--- src/hdl/assert_macros.svh ---
// assertion macros included by the scanline fill query core
`ifndef ASSERT_MACROS_SVH
`define ASSERT_MACROS_SVH

// clocked assertion with asynchronous reset disable
`define SFQ_ASSERT(label, clk_s, rst_n_s, prop, msg) \
	label: assert property (@(posedge clk_s) disable iff (!rst_n_s) prop) else $error(msg);

// implication checked in the cycle after the antecedent
`define SFQ_ASSERT_NEXT(label, clk_s, rst_n_s, ante, cons, msg) \
	label: assert property (@(posedge clk_s) disable iff (!rst_n_s) (ante) |=> (cons)) \
		else $error(msg);

`endif

--- src/hdl/sfq_pkg.sv ---
// types and constants of the scanline fill query block
package sfq_pkg;

	localparam int XW        = 32;
	localparam int DIR_W     = 2;
	localparam int CNT_OUT_W = 7;
	localparam int SUM_OUT_W = 8;

	typedef enum logic [1:0] {
		CMD_CLEAR = 2'd0,
		CMD_ADD   = 2'd1,
		CMD_QUERY = 2'd2,
		CMD_NOP   = 2'd3
	} cmd_t;

	typedef enum logic [1:0] {
		RULE_NONZERO  = 2'd0,
		RULE_ODD      = 2'd1,
		RULE_POSITIVE = 2'd2,
		RULE_NEGATIVE = 2'd3
	} rule_t;

	typedef enum logic [2:0] {
		ST_IDLE,
		ST_SCAN_RD,
		ST_SCAN_CHK,
		ST_SHIFT_RD,
		ST_SHIFT_WR,
		ST_RESULT
	} state_t;

endpackage

--- src/hdl/sfq_req_if.sv ---
// command channel interface
interface sfq_req_if import sfq_pkg::*; ();
	logic                    valid;
	logic                    ready;
	logic [1:0]              command;
	logic signed [XW-1:0]    x_pos;
	logic signed [DIR_W-1:0] direction;
	logic [1:0]              fill_rule;

	modport source (output valid, command, x_pos, direction, fill_rule, input ready);
	modport sink (input valid, command, x_pos, direction, fill_rule, output ready);
endinterface

--- src/hdl/sfq_rsp_if.sv ---
// query result channel interface
interface sfq_rsp_if import sfq_pkg::*; ();
	logic                        valid;
	logic                        ready;
	logic                        filled;
	logic [CNT_OUT_W-1:0]        crossing_count;
	logic signed [SUM_OUT_W-1:0] winding_sum;
	logic                        overflow;

	modport source (output valid, filled, crossing_count, winding_sum, overflow, input ready);
	modport sink (input valid, filled, crossing_count, winding_sum, overflow, output ready);
endinterface

--- src/hdl/scanline_fill_query_core.sv ---
// sorted crossing table in one memory with a fill rule query
//
//  channel | dir | payload
//  req     | in  | command, x_pos, direction, fill_rule
//  rsp     | out | filled, crossing_count, winding_sum, overflow
//
// clear, a dropped add and an unused command finish in the idle state; a query
// scans the crossings at or left of x, stopping on the first larger entry or at
// the table's end, then waits in the result state until an earlier result is taken.
// an add scans the same way, then moves the entries right of its place up one
// slot through the single read and write port, reading and writing each in turn,
// and then writes the new entry.
// arst_n clears the count, the overflow flag and the control; the memory is
// not cleared, entries beyond the count are never read.
// a waiting result holds back new commands only once a later query has its result.
module scanline_fill_query_core import sfq_pkg::*; #(
	parameter int MAX_CROSSINGS = 64
) (
	input  logic      clk,
	input  logic      arst_n,
	sfq_req_if.sink   req,
	sfq_rsp_if.source rsp
);
	`include "assert_macros.svh"

	localparam int IW = $clog2(MAX_CROSSINGS);
	localparam int CW = $clog2(MAX_CROSSINGS + 1);
	localparam int WW = $clog2(MAX_CROSSINGS) + 2;
	localparam logic [CW-1:0] CNT_MAX = CW'(MAX_CROSSINGS);
	localparam logic signed [WW-1:0] DIR_NEG = '1;

	typedef struct packed {
		logic signed [XW-1:0] x;
		logic signed [WW-1:0] w;
	} entry_t;

	// crossing memory
	entry_t mem [MAX_CROSSINGS];
	entry_t rd_s1;
	logic rd_en, wr_en;
	logic [IW-1:0] rd_addr, wr_addr;
	entry_t wr_data;

	state_t state_q, state_d;
	cmd_t cmd_q;
	logic signed [XW-1:0] x_q;
	logic signed [WW-1:0] dir_q, sum_q;
	logic [1:0] rule_q;
	logic [CW-1:0] cnt_q, idx_q, ptr_q, ptr_m1;
	logic ovf_q;
	logic out_valid_q, filled_q, ovf_out_q;
	logic [CNT_OUT_W-1:0] count_out_q;
	logic signed [SUM_OUT_W-1:0] sum_out_q;

	logic acc, scan_more, scan_hit, shift_more, out_free, rule_hit;

	assign acc        = req.valid & req.ready;
	assign scan_more  = idx_q < cnt_q;
	assign scan_hit   = rd_s1.x <= x_q;
	assign shift_more = ptr_q > idx_q;
	assign out_free   = !out_valid_q || rsp.ready;
	assign ptr_m1     = ptr_q - CW'(1);

	always_ff @(posedge clk) begin
		if (wr_en) mem[wr_addr] <= wr_data;
		if (rd_en) rd_s1 <= mem[rd_addr];
	end

	// next state
	always_comb begin
		state_d = state_q;
		unique case (state_q)
			ST_IDLE: begin
				if (acc) begin
					if (req.command == CMD_QUERY) state_d = ST_SCAN_RD;
					else if (req.command == CMD_ADD && cnt_q < CNT_MAX) state_d = ST_SCAN_RD;
				end
			end
			ST_SCAN_RD: begin
				if (scan_more) state_d = ST_SCAN_CHK;
				else state_d = (cmd_q == CMD_QUERY) ? ST_RESULT : ST_SHIFT_RD;
			end
			ST_SCAN_CHK: begin
				if (scan_hit) state_d = ST_SCAN_RD;
				else state_d = (cmd_q == CMD_QUERY) ? ST_RESULT : ST_SHIFT_RD;
			end
			ST_SHIFT_RD: state_d = shift_more ? ST_SHIFT_WR : ST_IDLE;
			ST_SHIFT_WR: state_d = ST_SHIFT_RD;
			ST_RESULT: begin
				if (out_free) state_d = ST_IDLE;
			end
			default: state_d = ST_IDLE;
		endcase
	end

	// memory port and handshake controls
	always_comb begin
		req.ready = 1'b0;
		rd_en     = 1'b0;
		rd_addr   = idx_q[IW-1:0];
		wr_en     = 1'b0;
		wr_addr   = idx_q[IW-1:0];
		wr_data   = '{x: x_q, w: sum_q + dir_q};
		unique case (state_q)
			ST_IDLE: req.ready = 1'b1;
			ST_SCAN_RD: rd_en = scan_more;
			ST_SHIFT_RD: begin
				rd_en   = shift_more;
				rd_addr = ptr_m1[IW-1:0];
				wr_en   = !shift_more;
			end
			ST_SHIFT_WR: begin
				wr_en   = 1'b1;
				wr_addr = ptr_q[IW-1:0];
				wr_data = '{x: rd_s1.x, w: rd_s1.w + dir_q};
			end
			default: ;
		endcase
	end

	// fill rule on the exact sum
	always_comb begin
		case (rule_t'(rule_q))
			RULE_NONZERO:  rule_hit = sum_q != '0;
			RULE_ODD:      rule_hit = sum_q[0];
			RULE_POSITIVE: rule_hit = sum_q > 0;
			default:       rule_hit = sum_q < 0;
		endcase
	end

	// control state
	always_ff @(posedge clk or negedge arst_n) begin
		if (!arst_n) begin
			state_q     <= ST_IDLE;
			cnt_q       <= '0;
			ovf_q       <= 1'b0;
			out_valid_q <= 1'b0;
		end else begin
			state_q <= state_d;
			if (acc && req.command == CMD_CLEAR) begin
				cnt_q <= '0;
				ovf_q <= 1'b0;
			end
			if (acc && req.command == CMD_ADD && cnt_q >= CNT_MAX) ovf_q <= 1'b1;
			if (state_q == ST_SHIFT_RD && !shift_more) cnt_q <= cnt_q + CW'(1);
			if (state_q == ST_RESULT && out_free) out_valid_q <= 1'b1;
			else if (rsp.ready) out_valid_q <= 1'b0;
		end
	end

	// working registers and result payload
	always_ff @(posedge clk) begin
		if (acc) begin
			cmd_q  <= cmd_t'(req.command);
			x_q    <= req.x_pos;
			rule_q <= req.fill_rule;
			dir_q  <= (req.direction == 2'sb10) ? DIR_NEG : WW'(req.direction);
			idx_q  <= '0;
			sum_q  <= '0;
			ptr_q  <= cnt_q;
		end
		if (state_q == ST_SCAN_CHK && scan_hit) begin
			idx_q <= idx_q + CW'(1);
			sum_q <= rd_s1.w;
		end
		if (state_q == ST_SHIFT_WR) ptr_q <= ptr_m1;
		if (state_q == ST_RESULT && out_free) begin
			filled_q    <= rule_hit;
			count_out_q <= CNT_OUT_W'(idx_q);
			sum_out_q   <= SUM_OUT_W'(sum_q);
			ovf_out_q   <= ovf_q;
		end
	end

	assign rsp.valid          = out_valid_q;
	assign rsp.filled         = filled_q;
	assign rsp.crossing_count = count_out_q;
	assign rsp.winding_sum    = sum_out_q;
	assign rsp.overflow       = ovf_out_q;

	// checks
	`SFQ_ASSERT(a_cnt_range, clk, arst_n, cnt_q <= CNT_MAX, "entry count above capacity")
	`SFQ_ASSERT(a_shift_order, clk, arst_n, (state_q == ST_SHIFT_WR) |-> (ptr_q > idx_q),
		"shift write at or below insert slot")
	`SFQ_ASSERT_NEXT(a_clear, clk, arst_n, acc && req.command == CMD_CLEAR,
		cnt_q == '0 && !ovf_q, "clear did not empty table")
	`SFQ_ASSERT(a_scan_bound, clk, arst_n, (state_q == ST_SCAN_CHK) |-> (idx_q < cnt_q),
		"scan read beyond valid entries")
endmodule

--- src/flat_wrapper.sv ---
// flat-port wrapper written by rule: the top's interface ports become plain ports
module scanline_fill_query_core_flat import sfq_pkg::*;
#(
	parameter int MAX_CROSSINGS = 64
)
  (clk, arst_n, req_valid, req_command, req_x_pos, req_direction, req_fill_rule, req_ready, rsp_valid, rsp_filled, rsp_crossing_count, rsp_winding_sum, rsp_overflow, rsp_ready);
  sfq_req_if req_i ();
  sfq_rsp_if rsp_i ();
  input  logic clk;
  input  logic arst_n;
  input wire logic [$bits(req_i.valid)-1:0] req_valid;
  input wire logic [$bits(req_i.command)-1:0] req_command;
  input wire logic [$bits(req_i.x_pos)-1:0] req_x_pos;
  input wire logic [$bits(req_i.direction)-1:0] req_direction;
  input wire logic [$bits(req_i.fill_rule)-1:0] req_fill_rule;
  output wire logic [$bits(req_i.ready)-1:0] req_ready;
  output wire logic [$bits(rsp_i.valid)-1:0] rsp_valid;
  output wire logic [$bits(rsp_i.filled)-1:0] rsp_filled;
  output wire logic [$bits(rsp_i.crossing_count)-1:0] rsp_crossing_count;
  output wire logic [$bits(rsp_i.winding_sum)-1:0] rsp_winding_sum;
  output wire logic [$bits(rsp_i.overflow)-1:0] rsp_overflow;
  input wire logic [$bits(rsp_i.ready)-1:0] rsp_ready;
  assign req_i.valid = req_valid;
  assign req_i.command = req_command;
  assign req_i.x_pos = req_x_pos;
  assign req_i.direction = req_direction;
  assign req_i.fill_rule = req_fill_rule;
  assign req_ready = req_i.ready;
  assign rsp_valid = rsp_i.valid;
  assign rsp_filled = rsp_i.filled;
  assign rsp_crossing_count = rsp_i.crossing_count;
  assign rsp_winding_sum = rsp_i.winding_sum;
  assign rsp_overflow = rsp_i.overflow;
  assign rsp_i.ready = rsp_ready;
  scanline_fill_query_core #(.MAX_CROSSINGS(MAX_CROSSINGS)) u_core (.clk(clk), .arst_n(arst_n), .req(req_i), .rsp(rsp_i));
endmodule
--- config.mk ---
export PLATFORM = sky130hd
export DESIGN_NAME = scanline_fill_query_core_flat
export DESIGN_NICKNAME = d
export VERILOG_FILES = /design/src/hdl/sfq_pkg.sv /design/src/hdl/sfq_req_if.sv /design/src/hdl/sfq_rsp_if.sv /design/src/hdl/scanline_fill_query_core.sv /design/src/flat_wrapper.sv
export VERILOG_INCLUDE_DIRS = /design/src /design/src/hdl
export SDC_FILE = /design/constraint.sdc
export NUM_CORES = 2
export LEC_CHECK = 0
export ABC_AREA = 1
export BUFFER_PORTS_ARGS = -buffer_cell sky130_fd_sc_hd__buf_4
export CAP_MARGIN = 20
export CELL_PAD_IN_SITES_DETAIL_PLACEMENT = 1
export CELL_PAD_IN_SITES_GLOBAL_PLACEMENT = 1
export CORE_MARGIN = 3
export CORE_UTILIZATION = 42
export CTS_BUF_LIST = sky130_fd_sc_hd__clkbuf_8
export CTS_CLUSTER_DIAMETER = 30
export DETAILED_ROUTE_END_ITERATION = 12
export GPL_TIMING_DRIVEN = 0
export PLACE_DENSITY_LB_ADDON = 0.1
export SYNTH_ARGS = -nofsm -noshare
export SYNTH_HDL_FRONTEND = slang
export SYNTH_SLANG_ARGS = --single-unit
--- constraint.sdc ---
create_clock -name clk -period 8.5 [get_ports clk]
set_input_delay 1.7 -clock clk [delete_from_list [all_inputs] [get_ports clk]]
set_output_delay 1.7 -clock clk [all_outputs]
set_load 0.01 [all_outputs]
# Yosys cells after proc, flatten, opt, wreduce, memory -nomap -nowiden
# Memory sizes are Yosys's and may differ from the RTL's. A register that Yosys moved wholly into a read port is not among the register bits.
# Cells that the tools add are included.
# op_classes
n_mux	30
n_eq_ne	14
add_sub_neg	5
n_reduce_logical	20
n_bitwise	1
n_lt_le_gt_ge	7
# ops
cell	count
2-to-1 mux 7 bit	6
2-to-1 mux 40 bit	1
less-or-equal comparator 32 bit	1
2-to-1 mux 3 bit	8
case mux 3 bit (6 select lines)	1
adder 8 x 2 -> 8 bit	2
2-to-1 mux 8 bit	2
adder 7 x 1 -> 7 bit (second input constant)	2
2-to-1 mux 6 bit	2
nonzero test 2 bit	5
== test 2 bit (second input constant)	4
greater-than comparator 8 x 1 -> 1 bit (second input constant)	1
less-than comparator 8 x 1 -> 1 bit (second input constant)	1
nonzero test 8 bit	1
greater-or-equal comparator 7 bit (second input constant)	1
greater-than comparator 7 bit	1
logical AND 1 bit	7
less-than comparator 7 bit	1
less-than comparator 7 bit (second input constant)	1
2-to-1 mux 1 bit	7
subtractor 7 x 1 -> 7 bit (second input constant)	1
== test 3 x 2 -> 1 bit (second input constant)	2
== test 3 bit (second input constant)	2
== test 2 x 1 -> 1 bit (second input constant)	2
11 further kinds	15
# word_totals
reg_bits	89
ramBits	2560
memories	1
in_bits	42
word_cells	93
output_inout_bits	19
# memory_table
name	words	width	read_ports	rd_clocked_by_memory_dff	wr	line_no	text
u_core.mem	64	40	1	1	1	scanline_fill_query_core.sv:38	entry_t mem [MAX_CROSSINGS];

# Depth between registers and ports, before layout
# logic_depth
word_depth	6
depth_mapped	19

# Worst setup path before layout
# Ideal clock, no wire load.
# synth_path
path_kind	reg2reg
from	register u_core.state_q[1]
to	memory u_core.mem[0][6] in the netlist's numbering, data pin
stages_incl_launch_ff	18
t_arrival_ns	4.033
setup_slack_ns	3.932
synth_period_minus_slack_ns	4.568
setup_time_ns	0.536
cell_sequence	dfrtp_1 -> buf_2 -> nor2_1 -> inv_2 -> nor2_2 -> inv_2 -> buf_2 -> clkbuf_1 -> nand2_1 -> o21ai_0 -> ha_1 -> a21oi_1 -> inv_1 -> a31oi_1 -> nor2_1 -> o21ai_0 -> nand2_1 -> xor2_1
# synth_rtl
item	line_no	text
start, declared	scanline_fill_query_core.sv:44	state_t state_q, state_d;
start signal, assigned	scanline_fill_query_core.sv:139	state_q <= state_d;
end, declared	scanline_fill_query_core.sv:38	

# Worst setup path after layout
# layout_path
from	register u_core.state_q[2]
to	register u_core.rd_s1[39] (netlist name)
# layout_between
elab_chain_len	2
word_cells_on_any_way	4
# layout_rtl
item	line_no	text
== test 3 x 2 -> 1 bit / == test 3 x 1 -> 1 bit (equally long branches)	scanline_fill_query_core.sv:104	unique case (state_q)
case mux 1 bit (2 select lines) / 2-to-1 mux 6 bit (equally long branches)	scanline_fill_query_core.sv:104	
# Parallel ways exist; a longest one is shown, timed or not.
# A chain may end at the register's enable or synchronous reset.

==> flow_metrics.env <==
export IMPL_p_sw_frac=0.446
export IMPL_mostFrequentLayoutCell="edfxtp_1"
export IMPL_final_layout_size_suffix_gt1_frac=0.142
export IMPL_globalplace_congestion=0.903
export IMPL_rsz0062_at_grt="no"
export IMPL_fmax_ghz=0.173
export IMPL_ant_nets=0
export IMPL_die_y_um=536
export IMPL_synth_area_sq_um=118000
export IMPL_io_pins=61
export IMPL_seq_power_share=0.291
export IMPL_rows=194
export IMPL_critical_path_class="reg2reg"
export IMPL_dp_final_hpwl_um=364000
export IMPL_fin_crit_sh=0.680
export IMPL_vias=93000
export IMPL_track_usage=0.352
export IMPL_grt_ovfl_total=0
export IMPL_wire_per_inst_um=31.4
export IMPL_dieWidth_um=536
export IMPL_async_flop_share=0.00446
export IMPL_period_minus_slack_ns=5.78
export IMPL_syn_nets=11300
export IMPL_synth_edf_count=2677
export IMPL_clk_path_buf_depth=4
export IMPL_cap_violations=0
export IMPL_tns_ns=0
export IMPL_drt_initial_drc_count=11800
export IMPL_antenna_found_initial=56
export IMPL_crit_path_end_kind="flop"
export IMPL_netlist_instances=11300
export IMPL_p_int_mw=32.8
export IMPL_firstDrtPassIters=8
export IMPL_numClockSinks=2689
export IMPL_powerDensity_nw_per_um2=413
export IMPL_seq_area_frac_synth=0.683
export IMPL_grt_pass1_wl_um=703000
export IMPL_grt_pass1_vias=92200
export IMPL_syn2layout_area_growth_pct=21.7
export IMPL_yosysWarningCount=0
export IMPL_cts_buffers=621
export IMPL_slew_headroom=0.175
export IMPL_hp_class="in2async"
export IMPL_path_clk_slew_ns=0.05
export IMPL_insertion_delay_ns=1.21
export IMPL_grt_max_degree=65
export IMPL_final_cell_mix="edfxtp_1 (2677), nand2_1 (2536), nand3_1 (2498)"
export IMPL_timing_final_hold_violations=0
export IMPL_port_buffers=60
export IMPL_cts_hold_buffers_added=0
export IMPL_dieArea_sq_um=288000
export IMPL_skew_ns=0.0542
export IMPL_worst_pin_slew_ns=1.24
export IMPL_synthFlopType="edfxtp_1"
export IMPL_drc=0
export IMPL_ir_drop_v=0.000366
export IMPL_postCtsResizedCells=0
export IMPL_fin_nets=12300
export IMPL_initial_core_util=0.422
export IMPL_cts_tree="done"
export IMPL_root_buffer="clkbuf_8"
export IMPL_worstPathRequired_ns=9.34
export IMPL_drv_slew=0
export IMPL_cp_max_fo=10
export IMPL_p_comb_frac=0.432
export IMPL_p_switching_mw=26.5
export IMPL_final_setup_viol_count=0
export IMPL_crit_path_start_kind="flop"
export IMPL_p_clk_frac=0.278
export IMPL_power_leakage_nw=60.5
export IMPL_routed_via_density=5.64
export IMPL_fin_ws_ns=2.72
export IMPL_core_area_sq_um=280000
export IMPL_cts_max_level=6
export IMPL_post_cts_setup_buffer_count=0
export IMPL_n_fill_cell=30100
export IMPL_worstPathArrival_ns=6.63
export IMPL_synth_top_cells_by_area="edfxtp_1 (68%), nand3_1 (11%), nand2_1 (8.1%)"
export IMPL_yosysTopAreaCellShare=0.681
export IMPL_syn_area_per_cell_sq_um=10.5
export IMPL_wirelength_um=517000
export IMPL_ys_seq_elements=2689
export IMPL_synth_top_cell_by_area="edfxtp_1"
export IMPL_status="completed"
export IMPL_yosys_cell_types_count=37
export IMPL_ff2ff_path_depth=12
export IMPL_pre_cts_slack_ns=2.75
## final timing paths
path / slack (ns) / to / startpoint
setup / recovery: 2.72 / u_core.rd_s1[39] / u_core.state_q[2]
hold / removal: 0.34 / u_core.rsp.valid / arst_n
max in group asynchronous: 7.99 / u_core.cnt_q[5] / arst_n
hold reg to reg: 0.46 / u_core.rsp.overflow / u_core.ovf_q
min in group clk: 0.46 / u_core.rsp.overflow / u_core.ovf_q
setup reg to reg: 2.72 / u_core.rd_s1[39] / u_core.state_q[2]
## critical path, stage by stage, from the launching register on
cell and delay (ns):
dfrtp_1 0.47, inv_2 0.16, nand4_1 0.88, nand2_1 0.82, buf_2 0.98, clkbuf_1 0.49
nand2_1 0.10, nand3_1 0.09, nand3_1 0.08, nand3_1 0.19, nand3_1 0.56, nand3_1 0.28
nand2_1 0.27
## routing by layer
metal / routed length (um) / part of all wire / track usage
met1: 197000 / 0.38 / 0.456
met2: 230000 / 0.45 / 0.537
met3: 53500 / 0.10 / 0.0783
met4: 36200 / 0.070 / 0.223
met5: 120 / 0.00023 / 0
## power groups by stage
stage               combinational [mW]  clock, mW  sequential (mW)
floorplan                         11.8          0             17.6
global placement                  22.3          0             18.1
detailed placement                24.7          0             17.5
CTS                               24.8       16.6             17.2
global route                      26.5       17.3             17.2
finish                            25.6       16.5             17.2
## state kept, by name, summed over array words and instances (netlist names)
| register | cells |
|---|---|
| u_core.mem | 2560 |
| u_core.rd_s1 | 40 |
| u_core.x_q | 32 |
| u_core.rsp.winding_sum | 8 |
| u_core.sum_q | 8 |
| u_core.cnt_q | 7 |
| u_core.idx_q | 7 |
| u_core.ptr_q | 7 |
| u_core.rsp.crossing_count | 7 |
| u_core.state_q | 3 |
| u_core.cmd_q | 2 |
| u_core.dir_q | 2 |
| u_core.rule_q | 2 |
| u_core.ovf_q | 1 |
| u_core.rsp.filled | 1 |
| u_core.rsp.overflow | 1 |
| u_core.rsp.valid | 1 |
## layout make-up
cell class	count	area [sq um]	area share
clock inverters	503	5060	0.0352
multi-input cells	5569	26600	0.185
diodes	47	118	0.000818
well taps	3724	4660	0.0324
inverters	2398	9000	0.0626
plain buffers	594	2790	0.0194
clock buffers	627	8630	0.0600
repair buffers	328	6180	0.0430
flip-flops and latches	2689	80700	0.561
## metrics by stage
stage	power, mW	instances	hold WS [ns]	area (sq um)	utilization
2_1_floorplan	29.4	11300	0.425	118000	-
3_3_place_gp	40.3	15000	0.439	123000	0.441
3_5_place_dp	42.1	15300	0.434	130000	0.464
4_1_cts	58.6	16400	0.265	144000	0.513
5_1_grt	61.0	16500	0.327	144000	0.514
6_report	59.3	16500	0.340	144000	0.514
## cells in the mapped netlist (44+ instances only)
cell and count:
inv_1 2392, ha_1 55, nor2_1 115, nand3b_1 160, buf_1 45, clkbuf_1 159, edfxtp_1 2677, buf_2 373
o211ai_1 44, nand2_1 2537, o21ai_0 64, nand3_1 2498
## logic make-up (layout without fill, tap and decap cells)
logic type,after synthesis,in the layout,synth area share
other,0,47,0
buffers and inverters,2992,4450,0.0996
AOI/OAI and AO/OA,154,154,0.00778
DFF,2689,2689,0.683
adders and majority gates,56,56,0.00600
and+or+nand+nor,5338,5338,0.202
xor gates and xnor gates,21,21,0.00156
Power figures use the tool's default switching activity.
